<file path="config.mk">
export PLATFORM = sky130hd
export DESIGN_NAME = wdfs_addr
export DESIGN_NICKNAME = d
export VERILOG_FILES = /design/src/rtl/windowed_dark_frame_subtract_unit_macros.svh /design/src/rtl/wdfs_pkg.sv /design/src/rtl/wdfs_addr.sv
export SDC_FILE = /design/constraint.sdc
export NUM_CORES = 1
export LEC_CHECK = 0
export BUFFER_PORTS_ARGS = -buffer_cell sky130_fd_sc_hd__buf_2
export CAP_MARGIN = 20
export CORE_ASPECT_RATIO = 2
export CORE_MARGIN = 2
export CORE_UTILIZATION = 30
export DETAILED_ROUTE_END_ITERATION = 8
export PLACE_DENSITY = 0.57
export SYNTH_ARGS = -nofsm -noshare
export SYNTH_HDL_FRONTEND = slang
export SYNTH_SLANG_ARGS = --single-unit
</file>
<file path="constraint.sdc">
create_clock -name i_clk -period 6.44 [get_ports i_clk]
set_clock_uncertainty 0.1 [all_clocks]
set_input_delay 0.644 -clock i_clk [delete_from_list [all_inputs] [get_ports i_clk]]
set_output_delay 0.644 -clock i_clk [all_outputs]
set_load 0.02 [all_outputs]
</file>
<file path="src/rtl/windowed_dark_frame_subtract_unit_macros.svh">
// Assertion macros used by the top level of the dark frame subtraction RTL.
`ifndef WINDOWED_DARK_FRAME_SUBTRACT_UNIT_MACROS_SVH
`define WINDOWED_DARK_FRAME_SUBTRACT_UNIT_MACROS_SVH

// Same-cycle implication on i_clk, disabled while i_rst_n is held low.
`define WDFS_ASSERT_IMPL(label, ante, cons, msg) \
    label: assert property (@(posedge i_clk) disable iff (!i_rst_n) (ante) |-> (cons)) \
        else $error(msg);

// Next-cycle implication on i_clk, disabled while i_rst_n is held low.
`define WDFS_ASSERT_NEXT(label, ante, cons, msg) \
    label: assert property (@(posedge i_clk) disable iff (!i_rst_n) (ante) |=> (cons)) \
        else $error(msg);

`endif

</file>
<file path="src/rtl/wdfs_pkg.sv">
// Package with the constants, codes and pipeline types of the dark frame subtractor.
`timescale 1ns / 1ps

package wdfs_pkg;

    localparam int MAX_COLS   = 256;
    localparam int MAX_ROWS   = 256;
    localparam int PIXEL_BITS = 16;
    localparam int ADDR_BITS  = 16;
    localparam int DARK_DEPTH = MAX_COLS * MAX_ROWS;
    localparam int DIFF_BITS  = PIXEL_BITS + 1;
    localparam int CFG_BITS   = 9;
    localparam int CFG_IDX_BITS = 3;

    // Configuration register indexes.
    localparam logic [CFG_IDX_BITS-1:0] CFG_FRAME_COLS    = 3'd0;
    localparam logic [CFG_IDX_BITS-1:0] CFG_FRAME_ROWS    = 3'd1;
    localparam logic [CFG_IDX_BITS-1:0] CFG_USE_WINDOW    = 3'd2;
    localparam logic [CFG_IDX_BITS-1:0] CFG_WIN_COL_START = 3'd3;
    localparam logic [CFG_IDX_BITS-1:0] CFG_WIN_ROW_START = 3'd4;
    localparam logic [CFG_IDX_BITS-1:0] CFG_WIN_COL_END   = 3'd5;
    localparam logic [CFG_IDX_BITS-1:0] CFG_WIN_ROW_END   = 3'd6;

    typedef enum logic [1:0] {
        ST_OK       = 2'd0,
        ST_BAD_GEOM = 2'd1,
        ST_COUNT    = 2'd2
    } t_status;

    // Decoded geometry of the active area.
    typedef struct packed {
        logic       ok;
        logic [7:0] col_start;
        logic [7:0] row_start;
        logic [8:0] ncols;
        logic [8:0] nrows;
        logic [8:0] frame_cols;
    } t_geom;

    // Beat held between the counter stage and the store.
    typedef struct packed {
        logic                  valid;
        logic                  load;
        logic [ADDR_BITS-1:0]  addr;
        logic [PIXEL_BITS-1:0] pix;
        logic                  last;
        t_status               status;
        logic                  zero;
    } t_s1;

    // Beat held between the store and the output register.
    typedef struct packed {
        logic                  valid;
        logic [PIXEL_BITS-1:0] pix;
        logic [PIXEL_BITS-1:0] dark;
        logic                  last;
        t_status               status;
        logic                  zero;
    } t_s2;

endpackage

</file>
<file path="src/rtl/wdfs_addr.sv">
// Window counters, status decision and dark store address for each accepted beat.
`timescale 1ns / 1ps

module wdfs_addr
    import wdfs_pkg::*;
(
    input  logic                  i_clk,
    input  logic                  i_rst_n,
    input  logic                  i_accept,
    input  logic                  i_en,
    input  logic                  i_req_type,
    input  logic [15:0]           i_dark_index,
    input  logic [PIXEL_BITS-1:0] i_pixel_value,
    input  logic                  i_last_pixel,
    input  t_geom                 i_geom,
    output t_s1                   o_s1
);

    logic [7:0]  r_col;
    logic [8:0]  r_row;
    logic [7:0]  n_col;
    logic [8:0]  n_row;
    t_s1         r_s1;
    t_s1         n_s1;

    logic [8:0]  w_col_ext;
    logic [8:0]  w_col_inc;
    logic [8:0]  w_r_abs;
    logic [8:0]  w_c_abs;
    logic [17:0] w_prod;
    logic [17:0] w_sum;
    logic        w_beyond;
    logic        w_at_end;

    assign w_col_ext = {1'b0, r_col};
    assign w_col_inc = w_col_ext + 9'd1;
    assign w_beyond  = (w_col_ext >= i_geom.ncols) || (r_row >= i_geom.nrows);
    assign w_at_end  = (w_col_ext == i_geom.ncols - 9'd1) && (r_row == i_geom.nrows - 9'd1);
    assign w_r_abs   = {1'b0, i_geom.row_start} + r_row;
    assign w_c_abs   = {1'b0, i_geom.col_start} + w_col_ext;
    assign w_prod    = w_r_abs * i_geom.frame_cols;
    assign w_sum     = w_prod + {9'd0, w_c_abs};

    always_comb begin
        n_col       = r_col;
        n_row       = r_row;
        n_s1.valid  = i_accept;
        n_s1.load   = !i_req_type;
        n_s1.pix    = i_pixel_value;
        n_s1.last   = i_last_pixel;
        n_s1.addr   = i_dark_index;
        n_s1.status = ST_OK;
        n_s1.zero   = 1'b0;
        if (i_req_type) begin
            n_s1.addr = w_sum[ADDR_BITS-1:0];
            if (!i_geom.ok) begin
                n_s1.status = ST_BAD_GEOM;
                n_s1.zero   = 1'b1;
            end else if (w_beyond) begin
                n_s1.status = ST_COUNT;
                n_s1.zero   = 1'b1;
            end else begin
                if (i_last_pixel && !w_at_end) begin
                    n_s1.status = ST_COUNT;
                end
                if (w_col_inc >= i_geom.ncols) begin
                    n_col = 8'd0;
                    n_row = r_row + 9'd1;
                end else begin
                    n_col = w_col_inc[7:0];
                end
            end
            // Any marked last subtract pixel restarts the frame.
            if (i_last_pixel) begin
                n_col = 8'd0;
                n_row = 9'd0;
            end
        end
    end

    always_ff @(posedge i_clk) begin
        if (i_en) begin
            r_s1.load   <= n_s1.load;
            r_s1.addr   <= n_s1.addr;
            r_s1.pix    <= n_s1.pix;
            r_s1.last   <= n_s1.last;
            r_s1.status <= n_s1.status;
            r_s1.zero   <= n_s1.zero;
        end
        if (!i_rst_n) begin
            r_col       <= 8'd0;
            r_row       <= 9'd0;
            r_s1.valid  <= 1'b0;
        end else begin
            if (i_accept) begin
                r_col <= n_col;
                r_row <= n_row;
            end
            if (i_en) begin
                r_s1.valid <= n_s1.valid;
            end
        end
    end

    assign o_s1 = r_s1;

endmodule

</file>
==> metrics.txt <==
Final Hold Viols 0; most common cell after layout, fill and taps aside buf_2; post-synthesis xor/xnor area fraction 0.0741; final net count 1,061; leakage 3.81 nW; layout cells sized above 1 0.264; CP arrival 6.22 ns; # hold bufs at CTS 0; die width 109 um; Num Clock Sinks 55; DP Cell Count 1,094; WS Path Type input pin to flop; area leader, netlist fa_1; largest family of logic cells by synthesized area adder cells; CP Buf/Inv Count 6; Yosys reg bits 55; post-synthesis cell area 6550 um^2; GPL Wtd Cong 0.861; largest net degree at the start of global routing 39; Root Driver clkbuf_16; share of the synthesized area in the top cell type 0.192; Final min period 6.26 ns; Top cell by count, worst path fa_1; PortBufs 119; drt initial violations 66; Critical-path top delay cell fa_1; area of the core 21,500 um^2; vias 5,239; CP endpoint kind flop; GR Overflow Total 0; Slew headroom 0.378; adder-cell share of the synthesized area 0.351; Top FF cell, synth edfxtp_1; period utilisation layout 0.972; Max Cap Viol 0; hold_sp i_pixel_value[11]; r2r setup slk 0.29 ns; Least-Margin Pin Slew 0.934 ns; reg2reg end o_s1[35]; CP required 6.40 ns; Syn-to-layout area delta 24.1%; DRC Markers 0; H-tree depth 2; critical-path cell list buf_2 > ha_4 > fa_2 > a21oi_2 > o22ai_2 > buf_4 > o41ai_2 > xnor2_1 > nand2_1 > fa_1 > inv_1 > fa_1 > fa_1 > fa_1 > inv_1 > fa_1 > inv_1 > ha_4 > buf_4 > a21oi_4 > o21ai_2 > a31oi_2 > xor2_1 > mux2_4; total routed wirelength 17.4 mm; # setup viols final 0; Initial Utilization 0.305; first-pass GRT wire length 27.2 mm; Post-synth EDFFs 37; sequential area share after synthesis 0.225; Compound-Gate Fraction of Synth Area 0.114; commonest cells after routing, fill and taps aside buf_2 (119), inv_1 (94), ha_1 (76), fa_1 (62), and2_1 (54); Worst R2R Path Depth 24; Power, Total 2.32 mW; Routed Antenna Nets 0; synthesized net count 903; Max Transition Viols Final 0; number of global-route vias before repair 5,527; hold path endpoint o_s1[15]; Reg clk slew, reported paths 0.08 ns; Fillers 2,273; Mapped Cells 675; die area 23,100 um^2; Pwr Density 286 nW/um^2; Clock Latency Late Sink 0.31 ns; Tot GR Track Use 0.155; Max Fclk 160 MHz; CTS Buf Count 5; clock tree from TritonCTS yes; Final TNS setup 0 ns; Post-Synth Simple-Gate Area 0.148; Initial DRT Pass Iterations 4; Max IR drop VDD 0.164 mV; top cells by area, synth fa_1 (19%), edfxtp_1 (17%), ha_1 (16%); cell depth of the worst min-delay path 1; vias per std cell 4.73; initial antenna violation count 0; die height 213 um; drt wl/cell 15.7 um; status completed; clk buf depth 2; Netlist cell types 57; hold crit path type input pin to flop; delay-heaviest family, CP adder cells; crit path max fanout 3; WHS 0.402 ns; Ys Warns 0; slowest stage delay, CP 0.55 ns; Post-DP HPWL 14.9 mm; diode count 0; num rows 76; asr flop ratio synth 0; syn avg cell area 9.71 um^2; I/O pins 120; worst r2r src r_row[1]; Critical Path Source Type input pin; post-synthesis mux area share 0.0243; Post-Layout Cell Count 1,107
-- area by class of cell --
| class | instances | area (um^2) | area share |
|---|---|---|---|
| multi-input combinational | 508 | 4830 | 0.594 |
| clock buffer | 5 | 125 | 0.0154 |
| sequential | 55 | 1470 | 0.181 |
| tap | 273 | 342 | 0.0420 |
| timing repair buffer | 164 | 933 | 0.115 |
| inverter | 99 | 372 | 0.0457 |
| clock inverter | 3 | 55.1 | 0.00677 |
-- cells in the mapped netlist (3+ instances only) --
cell / count
o21a_1: 3
ha_1: 83
nand2_1: 42
o21bai_1: 3
edfxtp_1: 37
inv_1: 98
a211oi_1: 6
or3_1: 15
nand4_1: 6
nor4_1: 4
a21o_1: 8
nand3_1: 15
xor2_1: 13
nor3_1: 7
o211ai_1: 8
fa_1: 63
o21ai_0: 31
nand2b_1: 3
xnor2_1: 38
and2_1: 54
nor2_1: 24
a21oi_1: 28
nor2b_1: 4
clkbuf_1: 12
and3_1: 3
mux2_2: 11
dfxtp_1: 18
-- cell families after synthesis --
group / after synthesis
adder cells (fa/ha/maj): 146
flip-flops: 55
multiplexers: 14
buffers and inverters: 112
XOR/XNOR: 53
AO/OA/AOI/OAI: 111
AND/OR/NAND/NOR: 184
-- where the power goes --
group | total [mW] | switching (mW) | internal (mW)
combinational | 1.52 | 0.754 | 0.769
sequential | 0.466 | 0.0111 | 0.455
clock | 0.335 | 0.147 | 0.188
total | 2.32 | 0.912 | 1.41
-- routing by layer --
metal | wire length, um | up-vias | global-route usage
met1 | 5580 | 2527 | 0.138
li1 | - | 2601 | -
met2 | 10800 | 86 | 0.334
met4 | 563 | 0 | 0.0645
met5 | 0 | - | 0
met3 | 415 | 25 | 0.0122
-- state kept, by name (all words and copies together) (netlist names) --
| register | cells |
|---|---|
| r_row | 9 |
| r_col | 8 |
| o_s1 | 38 |
-- how the worst max path moves through the flow --
stage / from / depth (start not counted) / slack [ns] / to
6_report: i_geom[27] / 24 / 0.18 / o_s1[35]
5_1_grt: i_geom[27] / 24 / -0.07 / o_s1[35]
4_1_cts: i_geom[27] / 26 / 0.09 / o_s1[31]
3_5_place_dp: i_geom[27] / 26 / -0.22 / o_s1[31]
3_3_place_gp: i_geom[27] / 26 / -0.19 / o_s1[31]
2_1_floorplan: i_geom[27] / 25 / 0.07 / o_s1[35]
-- metrics by stage --
step	instance area, um^2	utilization	worst slack [ns]
after floorplan	6640	-	0.0715
final	8130	0.378	0.182
after CTS	8010	0.373	0.0921
after detailed placement	7830	0.364	-0.219
after global routing	8130	0.378	-0.0736
after global placement	7830	0.364	-0.193
-- repair_timing --
action,CTS,global route
endpoints found under the setup margin,0,7
resized for setup,0,21
buffers inserted,0,5
Note: power is estimated with default switching activity, not from simulation.
