## config.mk

```make
export PLATFORM = sky130hd
export DESIGN_NAME = wdfs_cfg
export DESIGN_NICKNAME = d
export VERILOG_FILES = /design/src/rtl/windowed_dark_frame_subtract_unit_macros.svh /design/src/rtl/wdfs_pkg.sv /design/src/rtl/wdfs_cfg.sv
export SDC_FILE = /design/constraint.sdc
export NUM_CORES = 1
export LEC_CHECK = 0
export ABC_AREA = 1
export BUFFER_PORTS_ARGS = -buffer_cell sky130_fd_sc_hd__buf_2
export CAP_MARGIN = 20
export CORE_UTILIZATION = 52
export CTS_CLUSTER_SIZE = 14
export DETAILED_ROUTE_END_ITERATION = 6
export PLACE_DENSITY = 0.77
export SLEW_MARGIN = 30
export SYNTH_ARGS = -nofsm -noshare
export SYNTH_HDL_FRONTEND = slang
export SYNTH_SLANG_ARGS = --single-unit
```

## constraint.sdc

```tcl
create_clock -name i_clk -period 2 [get_ports i_clk]
set_input_delay 0.1 -clock i_clk [delete_from_list [all_inputs] [get_ports i_clk]]
set_output_delay 0.1 -clock i_clk [all_outputs]
set_load 0.01 [all_outputs]
```

## src/rtl/windowed_dark_frame_subtract_unit_macros.svh

```systemverilog
// Assertion macros used by the top level of the dark frame subtraction RTL.
`ifndef WINDOWED_DARK_FRAME_SUBTRACT_UNIT_MACROS_SVH
`define WINDOWED_DARK_FRAME_SUBTRACT_UNIT_MACROS_SVH

// Same-cycle implication on i_clk, disabled while i_rst_n is held low.
`define WDFS_ASSERT_IMPL(label, ante, cons, msg) \
    label: assert property (@(posedge i_clk) disable iff (!i_rst_n) (ante) |-> (cons)) \
        else $error(msg);

// Next-cycle implication on i_clk, disabled while i_rst_n is held low.
`define WDFS_ASSERT_NEXT(label, ante, cons, msg) \
    label: assert property (@(posedge i_clk) disable iff (!i_rst_n) (ante) |=> (cons)) \
        else $error(msg);

`endif

```

## src/rtl/wdfs_pkg.sv

```systemverilog
// Package with the constants, codes and pipeline types of the dark frame subtractor.
`timescale 1ns / 1ps

package wdfs_pkg;

    localparam int MAX_COLS   = 256;
    localparam int MAX_ROWS   = 256;
    localparam int PIXEL_BITS = 16;
    localparam int ADDR_BITS  = 16;
    localparam int DARK_DEPTH = MAX_COLS * MAX_ROWS;
    localparam int DIFF_BITS  = PIXEL_BITS + 1;
    localparam int CFG_BITS   = 9;
    localparam int CFG_IDX_BITS = 3;

    // Configuration register indexes.
    localparam logic [CFG_IDX_BITS-1:0] CFG_FRAME_COLS    = 3'd0;
    localparam logic [CFG_IDX_BITS-1:0] CFG_FRAME_ROWS    = 3'd1;
    localparam logic [CFG_IDX_BITS-1:0] CFG_USE_WINDOW    = 3'd2;
    localparam logic [CFG_IDX_BITS-1:0] CFG_WIN_COL_START = 3'd3;
    localparam logic [CFG_IDX_BITS-1:0] CFG_WIN_ROW_START = 3'd4;
    localparam logic [CFG_IDX_BITS-1:0] CFG_WIN_COL_END   = 3'd5;
    localparam logic [CFG_IDX_BITS-1:0] CFG_WIN_ROW_END   = 3'd6;

    typedef enum logic [1:0] {
        ST_OK       = 2'd0,
        ST_BAD_GEOM = 2'd1,
        ST_COUNT    = 2'd2
    } t_status;

    // Decoded geometry of the active area.
    typedef struct packed {
        logic       ok;
        logic [7:0] col_start;
        logic [7:0] row_start;
        logic [8:0] ncols;
        logic [8:0] nrows;
        logic [8:0] frame_cols;
    } t_geom;

    // Beat held between the counter stage and the store.
    typedef struct packed {
        logic                  valid;
        logic                  load;
        logic [ADDR_BITS-1:0]  addr;
        logic [PIXEL_BITS-1:0] pix;
        logic                  last;
        t_status               status;
        logic                  zero;
    } t_s1;

    // Beat held between the store and the output register.
    typedef struct packed {
        logic                  valid;
        logic [PIXEL_BITS-1:0] pix;
        logic [PIXEL_BITS-1:0] dark;
        logic                  last;
        t_status               status;
        logic                  zero;
    } t_s2;

endpackage

```

## src/rtl/wdfs_cfg.sv

```systemverilog
// Configuration registers and geometry decode of the dark frame subtractor.
`timescale 1ns / 1ps

module wdfs_cfg
    import wdfs_pkg::*;
(
    input  logic                    i_clk,
    input  logic                    i_rst_n,
    input  logic                    i_cfg_we,
    input  logic [CFG_IDX_BITS-1:0] i_cfg_index,
    input  logic [CFG_BITS-1:0]     i_cfg_data,
    output t_geom                   o_geom
);

    logic [8:0] r_frame_cols;
    logic [8:0] r_frame_rows;
    logic       r_use_window;
    logic [7:0] r_win_col_start;
    logic [7:0] r_win_row_start;
    logic [7:0] r_win_col_end;
    logic [7:0] r_win_row_end;

    logic       w_frame_ok;
    logic       w_win_ok;

    always_ff @(posedge i_clk) begin
        if (!i_rst_n) begin
            r_frame_cols    <= 9'd256;
            r_frame_rows    <= 9'd256;
            r_use_window    <= 1'b0;
            r_win_col_start <= 8'd0;
            r_win_row_start <= 8'd0;
            r_win_col_end   <= 8'd255;
            r_win_row_end   <= 8'd255;
        end else if (i_cfg_we) begin
            case (i_cfg_index)
                CFG_FRAME_COLS:    r_frame_cols    <= i_cfg_data;
                CFG_FRAME_ROWS:    r_frame_rows    <= i_cfg_data;
                CFG_USE_WINDOW:    r_use_window    <= i_cfg_data[0];
                CFG_WIN_COL_START: r_win_col_start <= i_cfg_data[7:0];
                CFG_WIN_ROW_START: r_win_row_start <= i_cfg_data[7:0];
                CFG_WIN_COL_END:   r_win_col_end   <= i_cfg_data[7:0];
                CFG_WIN_ROW_END:   r_win_row_end   <= i_cfg_data[7:0];
                default: ;
            endcase
        end
    end

    assign w_frame_ok = (r_frame_cols != 9'd0) && (r_frame_rows != 9'd0) &&
                        (r_frame_cols <= 9'(MAX_COLS)) && (r_frame_rows <= 9'(MAX_ROWS));
    assign w_win_ok   = (r_win_col_start <= r_win_col_end) &&
                        (r_win_row_start <= r_win_row_end) &&
                        ({1'b0, r_win_col_end} < r_frame_cols) &&
                        ({1'b0, r_win_row_end} < r_frame_rows);

    always_comb begin
        o_geom.frame_cols = r_frame_cols;
        if (r_use_window) begin
            o_geom.ok        = w_frame_ok && w_win_ok;
            o_geom.col_start = r_win_col_start;
            o_geom.row_start = r_win_row_start;
            o_geom.ncols     = {1'b0, r_win_col_end} - {1'b0, r_win_col_start} + 9'd1;
            o_geom.nrows     = {1'b0, r_win_row_end} - {1'b0, r_win_row_start} + 9'd1;
        end else begin
            o_geom.ok        = w_frame_ok;
            o_geom.col_start = 8'd0;
            o_geom.row_start = 8'd0;
            o_geom.ncols     = r_frame_cols;
            o_geom.nrows     = r_frame_rows;
        end
    end

endmodule

```

==> results of run 1 <==
[critical path: stages (launching register included)]
cell and delay (ns):
dfxtp_2 0.35, inv_2 0.05, ha_4 0.21, inv_2 0.06, ha_4 0.12, inv_2 0.04, fa_2 0.35, inv_2 0.07
nand3_2 0.07, nand2_2 0.10, nand2_2 0.06, a21oi_2 0.17, or2_1 0.16, nand3_2 0.08, nand2_2 0.10, buf_6 0.10
[routing by layer]
metal,routed length (um),up-vias
li1,-,1964
met2,5786,124
met4,160,0
met3,577,16
met1,4584,1877
met5,0,-
[cell usage in the layout, fill, tap and decap left out, drive strengths merged]
cell type    n
buf        116
inv        108
nand2      107
ha          58
a21oi       55
dfxtp       51
o21ai       50
nor2        32
nand3       19
o211ai      16
nand4        7
clkbuf       6
nand3b       4
xor2         4
fa           4
o21a         2
or2          2
o22ai        2
nor3         2
xnor2        2
o31ai        1
[power by group through the flow]
stage	Sequential [uW]	Combinational [uW]	Clock (uW)
floorplan	1100	447	0
global placement	1100	660	0
detailed placement	1100	685	0
CTS	1080	926	582
global route	1090	1150	622
finish	1080	1060	572
[kinds of logic (layout without fill, tap and decap cells)]
| group | Yosys count | count (layout) | share of synthesized area |
|---|---|---|---|
| flip-flops | 51 | 51 | 0.2659 |
| XOR/XNOR | 6 | 6 | 0.01369 |
| AND/OR/NAND/NOR | 173 | 173 | 0.1988 |
| buffers and inverters | 125 | 230 | 0.1307 |
| AO/OA/AOI/OAI | 126 | 126 | 0.1812 |
| adder cells (fa/ha/maj) | 62 | 62 | 0.2098 |
[Yosys cell counts (all sizes together)]
cell / number / area [um^2]
xnor2: 2 / 17.52
nand3: 19 / 100.1
ha: 58 / 725.7
inv: 108 / 405.4
o22ai: 2 / 12.51
o211ai: 16 / 120.1
nand2: 107 / 406.6
nand4: 7 / 43.79
o21ai: 50 / 257.8
nand3b: 4 / 30.03
buf: 7 / 58.80
xor2: 4 / 35.03
nor3: 2 / 10.01
dfxtp: 51 / 1021
nor2: 32 / 160.2
clkbuf: 10 / 37.54
o31ai: 1 / 7.510
fa: 4 / 80.08
o21a: 2 / 15.01
or2: 2 / 12.51
a21oi: 55 / 282.8
[worst max path at each step]
stage / start / endpoint / slack (ns) / depth (start not counted)
after floorplan: r_win_col_start[1]$_SDFFE_PN0P_ / o_geom[25] / 0.008 / 13
after global placement: r_win_row_end[1]$_SDFFE_PN1P_ / o_geom[16] / -0.18 / 15
after detailed placement: r_win_row_end[1]$_SDFFE_PN1P_ / o_geom[16] / -0.21 / 15
after CTS: r_win_row_end[1]$_SDFFE_PN1P_ / o_geom[16] / -0.39 / 15
after global routing: r_win_row_end[1]$_SDFFE_PN1P_ / o_geom[16] / -0.61 / 15
final: r_win_row_end[1]$_SDFFE_PN1P_ / o_geom[16] / -0.50 / 15
[cell type report]
| cell class | count | area (um^2) |
|---|---|---|
| clock buffer | 6 | 72.57 |
| fill | 487 | 1610 |
| inverter | 108 | 407.9 |
| multi-input combinational | 367 | 2883 |
| sequential | 51 | 1055 |
| tap | 96 | 120.1 |
| timing repair buffer | 116 | 795.8 |
[through the flow]
stage / setup TNS (ns) / power, uW / instance area (um^2) / cells / setup slack [ns]
after floorplan: 0 / 1546 / 3885 / 543 / 0.008106
after global placement: -0.3877 / 1758 / 4474 / 715 / -0.1790
after detailed placement: -0.5700 / 1785 / 4474 / 715 / -0.2125
after CTS: -2.861 / 2589 / 5160 / 734 / -0.3922
after global routing: -4.553 / 2862 / 5334 / 744 / -0.6081
final: -3.122 / 2714 / 5334 / 744 / -0.4986
[state kept, by name, summed over array words and instances (netlist names)]
name / flops
r_win_col_end: 8
r_win_row_end: 8
r_frame_cols: 9
r_frame_rows: 9
r_use_window: 1
r_win_col_start: 8
r_win_row_start: 8
[what timing repair did]
| action | in CTS | in global routing |
|---|---|---|
| buffers inserted | 15 | 13 |
| resized for setup | 106 | 37 |
| pin swaps | 33 | 31 |
| setup endpoints to repair | 15 | 16 |
| endpoints found under the hold margin | 0 | 0 |
==> reports/summary.txt, run 1 <==
Status: finished with violations
Failing checks: setup timing
Crit start category: flip-flop
Final ANT Viol Nets: 0
Max Clk Rate: 400.2 MHz
H-Tree Depth: 2
Pin count of the biggest net entering global routing: 52
HP Class: in -> reg
Crit. End Element: output port
Sequential Power Share: 0.399
Die width: 87.94 um
Logic pwr share: 0.390
Setup violators final: 15
Number of synthesized register bits: 51
ANT cells: 0
Worst Max-Slew Pin Slew: 0.7691 ns
Gpl congestion: 0.8418
Worst Hold End: r_frame_cols[8]$_SDFFE_PN1P_
Root buf cell: clkbuf_8
Clock sink count: 51
Post-Syn Instances: 543
Detail Placement HPWL: 7331 um
Reg2Reg Setup Slack: 1.04 ns
Critical path arrival: 2.40 ns
1st-iter DRT viols: 205
# port buffers: 58
CP Class: reg -> out
Worst hold path depth: 3
Initial core utilization: 0.5530
Io pins: 59
Unrepaired setup endpoints after global routing: yes
Critical path required time: 1.90 ns
Max cap viols: 0
Final #Nets: 726
Grt total ovfl: 0
Final WS setup: -0.4986 ns
Sw Share: 0.3365
Synth cell types: 31
Row Count: 30
Maximum vdd drop: 0.4298 mV
Synth Area per Inst: 7.072 um^2
Final Max Tran Viols: 0
Num CTS Buffers: 5
Post-route DRC: 0
Met3 usage: 0.03864
Psw: 913.4 uW
Number of global-route vias before repair: 3820
Static leakage: 0.002572 uW
First-pass GRT wire length: 17690 um
Total track usage: 0.2955
M1 GR Usage: 0.3642
Hold Violations, Final: 0
Fin Hold WS: 0.02835 ns
Grt peak-use layer: met2
Core box area: 6944 um^2
Worst reg2reg path depth: 5
Share of cells above drive strength 1: 0.3951
Yosys warns: 0
Routed vias/inst: 5.351
Syn Std Cell Area: 3840 um^2
Clk_lat worst skew: 0.30 ns
Die Y: 87.94 um
Slew headroom: 0.4867
Syn Nets: 620
Reg-to-Reg Start: r_win_col_start[2]$_SDFFE_PN0P_
P&R area growth vs syn: 38.91%
Clock Skew: 0 ns
Post-layout min period: 2.499 ns
Drt first pass iters: 4
Internal power: 1801 uW
Tcrit/Tclk final: 1.249
Power per cell area: 508.9 nW/um^2
Hold-fix buffers, CTS: 0
Worst R2R End: r_win_col_start[2]$_SDFFE_PN0P_
CTS Buffer Depth: 2
Initial antenna violation count: 0
Power share of the clock group: 0.211
Hold Startpoint: i_cfg_data[8]
Die area: 7733 um^2
TritonCTS clock tree: built
Routing usage on met2: 0.5328
Detailed Route WL: 11110 um
Seq/Total Area, Yosys: 0.2659
Total number of vias: 3981
Final core utilization: 0.7681
Clock transition at path regs: 0.09 ns
Crit-path max FO: 2
Wire length per cell: 14.93 um
Power figures use the tool's default switching activity.
==> inputs of run 2 (changes only) <==
- CAP_MARGIN: 20 -> default
- CORE_UTILIZATION: 52 -> 54
- CTS_BUF_LIST: default -> sky130_fd_sc_hd__clkbuf_2 sky130_fd_sc_hd__clkbuf_4 sky130_fd_sc_hd__clkbuf_8
- PLACE_DENSITY: 0.77 -> 0.79
- clock period: 2 -> 2.1 ns (I/O delays scaled with it)
==> run 2 against run 1 <==
Effect of this change:
- the flow still finishes with violations (setup timing)
- register-to-register slack improved by 0.11 ns
- clock power is 3% higher
- via count shrank 0.85%
- worst hold slack gained 0.024 ns
- sequential share of layout area grew 1.1 points
- wire length fell by 3.2%
- cell area shrank 5.7%
- setup slack better by 0.22 ns
- non-clock buffer count fell by 27
- largest power group unchanged
- highest routed layer unchanged
==> reports/summary.txt, run 2 (synthesized netlist as in run 1, its figures left out) <==
Status: finished with violations
Failing checks: setup timing
Reg area: 1051 um^2 (-0.36%)
Max cap viols: 0 (unchanged)
Power per cell area: 494.0 nW/um^2 (-2.9%)
P&R area growth vs syn: 30.95%
Routed vias/inst: 5.490 (+2.6%)
Final #Nets: 699 (-3.7%)
Final Max Tran Viols: 0 (unchanged)
Io pins: 59 (unchanged)
H-Tree Depth: 2 (unchanged)
CP Class: reg -> out
Worst Hold End: r_frame_cols[8]$_SDFFE_PN1P_
Crit. End Element: output port
Worst Max-Slew Pin Slew: 0.8560 ns (+0.08690 ns)
Multi-input gate area: 2819 um^2 (-2.2%)
Post-route DRC: 0 (unchanged)
Max Clk Rate: 420.2 MHz
Hold-fix buffers, CTS: 0 (unchanged)
Crit-path max FO: 2 (unchanged)
Most frequent CP cell: inv_2
Number of global-route vias before repair: 3671 (-3.9%)
Static leakage: 0.002433 uW (-5.4%)
Num CTS Buffers: 5 (unchanged)
ANT cells: 0 (unchanged)
Initial antenna violation count: 0 (unchanged)
Hold Startpoint: i_cfg_data[8]
Initial core utilization: 0.5621 (+0.009115)
Slowest-stage cell, CP: dfxtp_2
# port buffers: 58 (unchanged)
Share of cells above drive strength 1: 0.3451 (-0.04996)
Core box area: 6832 um^2 (-1.6%)
First-pass GRT wire length: 17060 um (-3.6%)
Clock sink count: 51 (unchanged)
Final ANT Viol Nets: 0 (unchanged)
Detailed Route WL: 10760 um (-3.2%)
Maximum vdd drop: 0.3175 mV (-26%)
Wire length per cell: 14.96 um (+0.21%)
Total number of vias: 3947 (-0.85%)
Reg-to-Reg Start: r_use_window$_SDFFE_PN0P_
Tot Pwr: 2484 uW (-8.5%)
Total track usage: 0.2913 (-0.004194)
HP Class: in -> reg
CTS Buffer Depth: 2 (unchanged)
Post-layout min period: 2.380 ns
Detail Placement HPWL: 6950 um (-5.2%)
Worst reg2reg path depth: 3 (-2)
Critical path required time: 2.00 ns (+0.10 ns)
Worst hold path depth: 3 (unchanged)
Row Count: 30 (unchanged)
Setup violators final: 13 (-2)
TritonCTS clock tree: built
Clock Skew: 0 ns (unchanged)
Filler Cell Count: 524 (+7.6%)
Pin count of the biggest net entering global routing: 52 (unchanged)
Die Y: 86.33 um (-1.8%)
Final WS setup: -0.2800 ns (+0.2186 ns)
CP peak stage delay: 0.34 ns (about the same)
Gpl congestion: 0.8850 (+5.1%)
Die width: 86.33 um (-1.8%)
Critical path arrival: 2.28 ns (-0.12 ns)
Slew headroom: 0.4294 (-0.05737)
Worst R2R End: r_use_window$_SDFFE_PN0P_
Die area: 7452 um^2 (-3.6%)
Clock transition at path regs: 0.10 ns (about the same)
Grt total ovfl: 0 (unchanged)
Reg2Reg Setup Slack: 1.15 ns (+0.11 ns)
Crit-path cells: inv_2 -> ha_4 -> inv_2 -> ha_4 -> inv_2 -> fa_2 -> inv_2 -> nand3_2 -> nand2_2 -> nand2_2 -> a21oi_2 -> or2_1 -> nand3_1 -> nand2_1 -> buf_2
Root buf cell: clkbuf_8
Most common cell after layout, fill and taps aside: nand2_1
1st-iter DRT viols: 243 (+19%)
Clk_lat worst skew: 0.30 ns (about the same)
Hold Violations, Final: 0 (unchanged)
Crit start category: flip-flop
Fin Hold WS: 0.05273 ns (+0.02438 ns)
Unrepaired setup endpoints after global routing: yes
Tcrit/Tclk final: 1.133
Drt first pass iters: 5 (+1)
Top Registers: r_frame_cols: 9 flops, r_frame_rows: 9 flops
Most frequent cells in the layout: nand2_1, inv_1, buf_2, a21oi_1, o21ai_0
==> run 2: changes by cell type in the layout (fill, tap and decap cells not counted), sizes merged <==
cell | previous run | this run
buf | 116 | 89
clkbuf | 6 | 7
clkinv | 0 | 1
==> run 2: routing by layer <==
metal  vias up  part of all wire  global-route usage
li1       1904                 -                   -
met1      1848              0.43              0.3663
met2       158              0.49              0.5101
met3        37             0.057             0.03810
met4         0             0.032              0.1061
met5         -                 0                   0
==> run 2: how the worst max path moves through the flow <==
stage | startpoint | end | slack, ns
final | r_win_col_end[1]$_SDFFE_PN1P_ | o_geom[25] | -0.28
after global routing | r_win_col_end[1]$_SDFFE_PN1P_ | o_geom[25] | -0.42
after CTS | r_win_row_end[1]$_SDFFE_PN1P_ | o_geom[16] | -0.30
after detailed placement | r_win_row_end[1]$_SDFFE_PN1P_ | o_geom[16] | -0.20
after global placement | r_win_row_end[1]$_SDFFE_PN1P_ | o_geom[16] | -0.13
after floorplan | r_win_col_end[1]$_SDFFE_PN1P_ | o_geom[25] | 0.02
==> run 2: critical path, delay by kind of cell (launching register included) <==
family | cells | cell delay, ns
and+or+nand+nor | 6 | 0.48
AOI/OAI and AO/OA | 1 | 0.13
adders and majority gates | 3 | 0.67
buffers and inverters | 5 | 0.34
DFF | 1 | 0.34
==> run 2: cell type report <==
class,count,share of cell area
multi-input cells,367,0.5606
flip-flops and latches,51,0.2090
repair buffers,89,0.1077
inverters,108,0.08111
well taps,96,0.02389
clock buffers,7,0.01667
clock inverters,1,0.0009953
==> run 2: per-stage QoR <==
stage          area [um^2]  utilization  cells  setup WS, ns  TNS (ns)
2_1_floorplan         3840            -    543       0.01610         0
3_3_place_gp          4289       0.6278    698       -0.1301   -0.2289
3_5_place_dp          4289       0.6278    698       -0.2029   -0.3403
4_1_cts               4937       0.7227    716       -0.3037    -1.335
5_1_grt               5029       0.7361    719       -0.4243    -2.947
6_report              5029       0.7361    719       -0.2800    -1.526
==> run 2: timing repair <==
item | CTS | global route
setup endpoints to repair | 15 | 15
pin swaps | 23 | 24
resized for setup | 100 | 17
setup buffers | 10 | 7
==> run 2: power by group <==
group	total (uW)	switching, uW	internal, uW
registers	1030	29.9	1000
logic	863	472	391
clock network	589	328	261
==> inputs of run 3 (changes only) <==
- GPL_TIMING_DRIVEN: default -> 0
==> run 3 against run 2 <==
Effect of this change:
- critical path type unchanged
- non-clock buffer count up 12
- die area unchanged
- core utilization up 2.1 points
- via count up 4.3%
- sequential share of layout area down 0.47 points
- clock skew unchanged
- clock power up 44%
- cell count up 1.7%
- the flow still finishes with violations (setup timing)
- total power up 13%
- largest cell class unchanged
==> reports/summary.txt, run 3 (synthesized netlist as in run 1, its figures left out) <==
Status: finished with violations
Failing checks: setup timing
Row Count: 30 (unchanged)
Clock sink count: 51 (unchanged)
Post-route setup TNS: -2.224 ns (-0.6975 ns)
Setup violators final: 13 (unchanged)
Worst Max-Slew Pin Slew: 0.7235 ns (-0.1325 ns)
Routed vias/inst: 5.631 (+2.6%)
Drt first pass iters: 5 (unchanged)
Static leakage: 0.002494 uW (+2.5%)
Reg2Reg Setup Slack: 1.15 ns (about the same)
Crit-path max FO: 2 (unchanged)
Gpl congestion: 0.8857 (about the same)
Most frequent cells in the layout: nand2_1, inv_1, buf_2, a21oi_1, o21ai_0
Tcrit/Tclk final: 1.173 (+0.04001)
Die area: 7452 um^2 (unchanged)
Worst R2R End: r_win_col_end[1]$_SDFFE_PN1P_
Root buf cell: clkbuf_8
Critical path arrival: 2.36 ns (+0.08 ns)
Crit. End Element: output port
Core box area: 6832 um^2 (unchanged)
Max cap viols: 0 (unchanged)
Hold Startpoint: i_cfg_data[8]
Total number of vias: 4116 (+4.3%)
Slowest-stage cell, CP: dfxtp_2
# port buffers: 58 (unchanged)
Share of cells above drive strength 1: 0.3654 (+0.02025)
ANT cells: 0 (unchanged)
Worst reg2reg path depth: 4 (+1)
Wire length per cell: 17.30 um (+16%)
Clock Skew: 0 ns (unchanged)
Most common cell after layout, fill and taps aside: nand2_1
Unrepaired setup endpoints after global routing: yes
Crit-path cells: inv_2 -> ha_4 -> inv_4 -> ha_4 -> inv_2 -> fa_2 -> inv_2 -> nand3_2 -> nand2_2 -> nand2_2 -> a21oi_2 -> or2_1 -> nand3_1 -> nand2_1 -> buf_2
P&R area growth vs syn: 34.64%
Maximum vdd drop: 0.4188 mV (+32%)
Hold Violations, Final: 0 (unchanged)
Worst Hold End: r_frame_cols[8]$_SDFFE_PN1P_
Initial core utilization: 0.5621 (unchanged)
Number of global-route vias before repair: 3866 (+5.3%)
Power per cell area: 540.9 nW/um^2 (+9.5%)
CTS Buffer Depth: 2 (unchanged)
Final core utilization: 0.7568 (+0.02070)
Max Clk Rate: 405.8 MHz (-3.4%)
Clock transition at path regs: 0.10 ns (about the same)
Num CTS Buffers: 5 (unchanged)
Top Registers: r_frame_cols: 9 flops, r_frame_rows: 9 flops
HP Class: in -> reg
Crit start category: flip-flop
H-Tree Depth: 2 (unchanged)
Total track usage: 0.3284 (+0.03706)
Initial antenna violation count: 0 (unchanged)
Reg-to-Reg Start: r_win_col_end[1]$_SDFFE_PN1P_
Worst hold path depth: 3 (unchanged)
Hold-fix buffers, CTS: 0 (unchanged)
Final ANT Viol Nets: 0 (unchanged)
Post-layout min period: 2.464 ns (+0.08401 ns)
Die Y: 86.33 um (unchanged)
Slew headroom: 0.5177 (+0.08831)
Pin count of the biggest net entering global routing: 16 (-69%)
Final #Nets: 711 (+1.7%)
TritonCTS clock tree: built
CP peak stage delay: 0.37 ns (+0.03 ns)
CP Class: reg -> out
Detail Placement HPWL: 7929 um (+14%)
Io pins: 59 (unchanged)
Final Max Tran Viols: 0 (unchanged)
Critical path required time: 2.00 ns (about the same)
Post-route DRC: 0 (unchanged)
Clk_lat worst skew: 0.32 ns (+0.02 ns)
Final WS setup: -0.3640 ns (-0.08401 ns)
1st-iter DRT viols: 297 (+22%)
Die width: 86.33 um (unchanged)
Grt total ovfl: 0 (unchanged)
Detailed Route WL: 12650 um (+18%)
First-pass GRT wire length: 18780 um (+10%)
Most frequent CP cell: inv_2
==> run 3: final cells by class <==
cell class                      count  area, um^2
Buffer                             17       98.84
Clock inverter                      2       60.06
Timing Repair Buffer               84       500.5
Clock buffer                        6       76.32
Inverter                          108       412.9
Sequential cell                    51        1056
Tap cell                           96       120.1
Fill cell                         452        1662
Multi-Input combinational cell    367        2845
==> run 3: worst max-delay path, delay by kind of cell, from the launching register on <==
kind	cells	cell delay [ns]
DFF	1	0.37
buffers and inverters	5	0.35
AOI/OAI and AO/OA	1	0.14
and+or+nand+nor	6	0.47
adders and majority gates	3	0.69
==> run 3: metrics by stage <==
| step | setup WS (ns) | total power, uW | cell area [um^2] | instances | hold WS (ns) |
|---|---|---|---|---|---|
| finish | -0.3640 | 2796 | 5170 | 731 | 0.04348 |
| global route | -0.4626 | 2899 | 5170 | 731 | 0.04315 |
| CTS | -0.2807 | 2654 | 5034 | 722 | 0.04613 |
| detailed placement | -0.3216 | 1635 | 4250 | 697 | 0.3532 |
| global placement | -0.2655 | 1613 | 4250 | 697 | 0.3436 |
| floorplan | 0.01610 | 1461 | 3840 | 543 | 0.2312 |
==> run 3: how the worst max path moves through the flow <==
stage	slack, ns	endpoint	from
detailed placement	-0.32	o_geom[16]	r_win_row_end[1]$_SDFFE_PN1P_
global placement	-0.27	o_geom[16]	r_win_row_end[1]$_SDFFE_PN1P_
finish	-0.36	o_geom[25]	r_win_col_end[1]$_SDFFE_PN1P_
CTS	-0.28	o_geom[16]	r_win_row_end[1]$_SDFFE_PN1P_
floorplan	0.02	o_geom[25]	r_win_col_end[1]$_SDFFE_PN1P_
global route	-0.46	o_geom[16]	r_win_row_end[1]$_SDFFE_PN1P_
==> run 3: metal layers <==
| layer | vias to the layer above | global-route usage | part of all wire |
|---|---|---|---|
| met5 | - | 0 | 0 |
| li1 | 1927 | - | - |
| met4 | 0 | 0.1606 | 0.037 |
| met1 | 1920 | 0.4129 | 0.41 |
| met3 | 47 | 0.05048 | 0.070 |
| met2 | 222 | 0.5498 | 0.49 |
==> run 3: timing repair <==
item | 4_1_cts | 5_1_grt
gates resized for setup | 110 | 27
endpoints found under the setup margin | 15 | 15
buffers inserted | 18 | 10
pin swaps | 23 | 24
cloned | 0 | 0
==> run 3: power by group <==
group          switching [uW]  leakage [uW]  internal (uW)
Sequential               32.1      0.000420           1000
Combinational             506       0.00201            406
Clock                     360     0.0000688            490
Total                     898       0.00249           1900
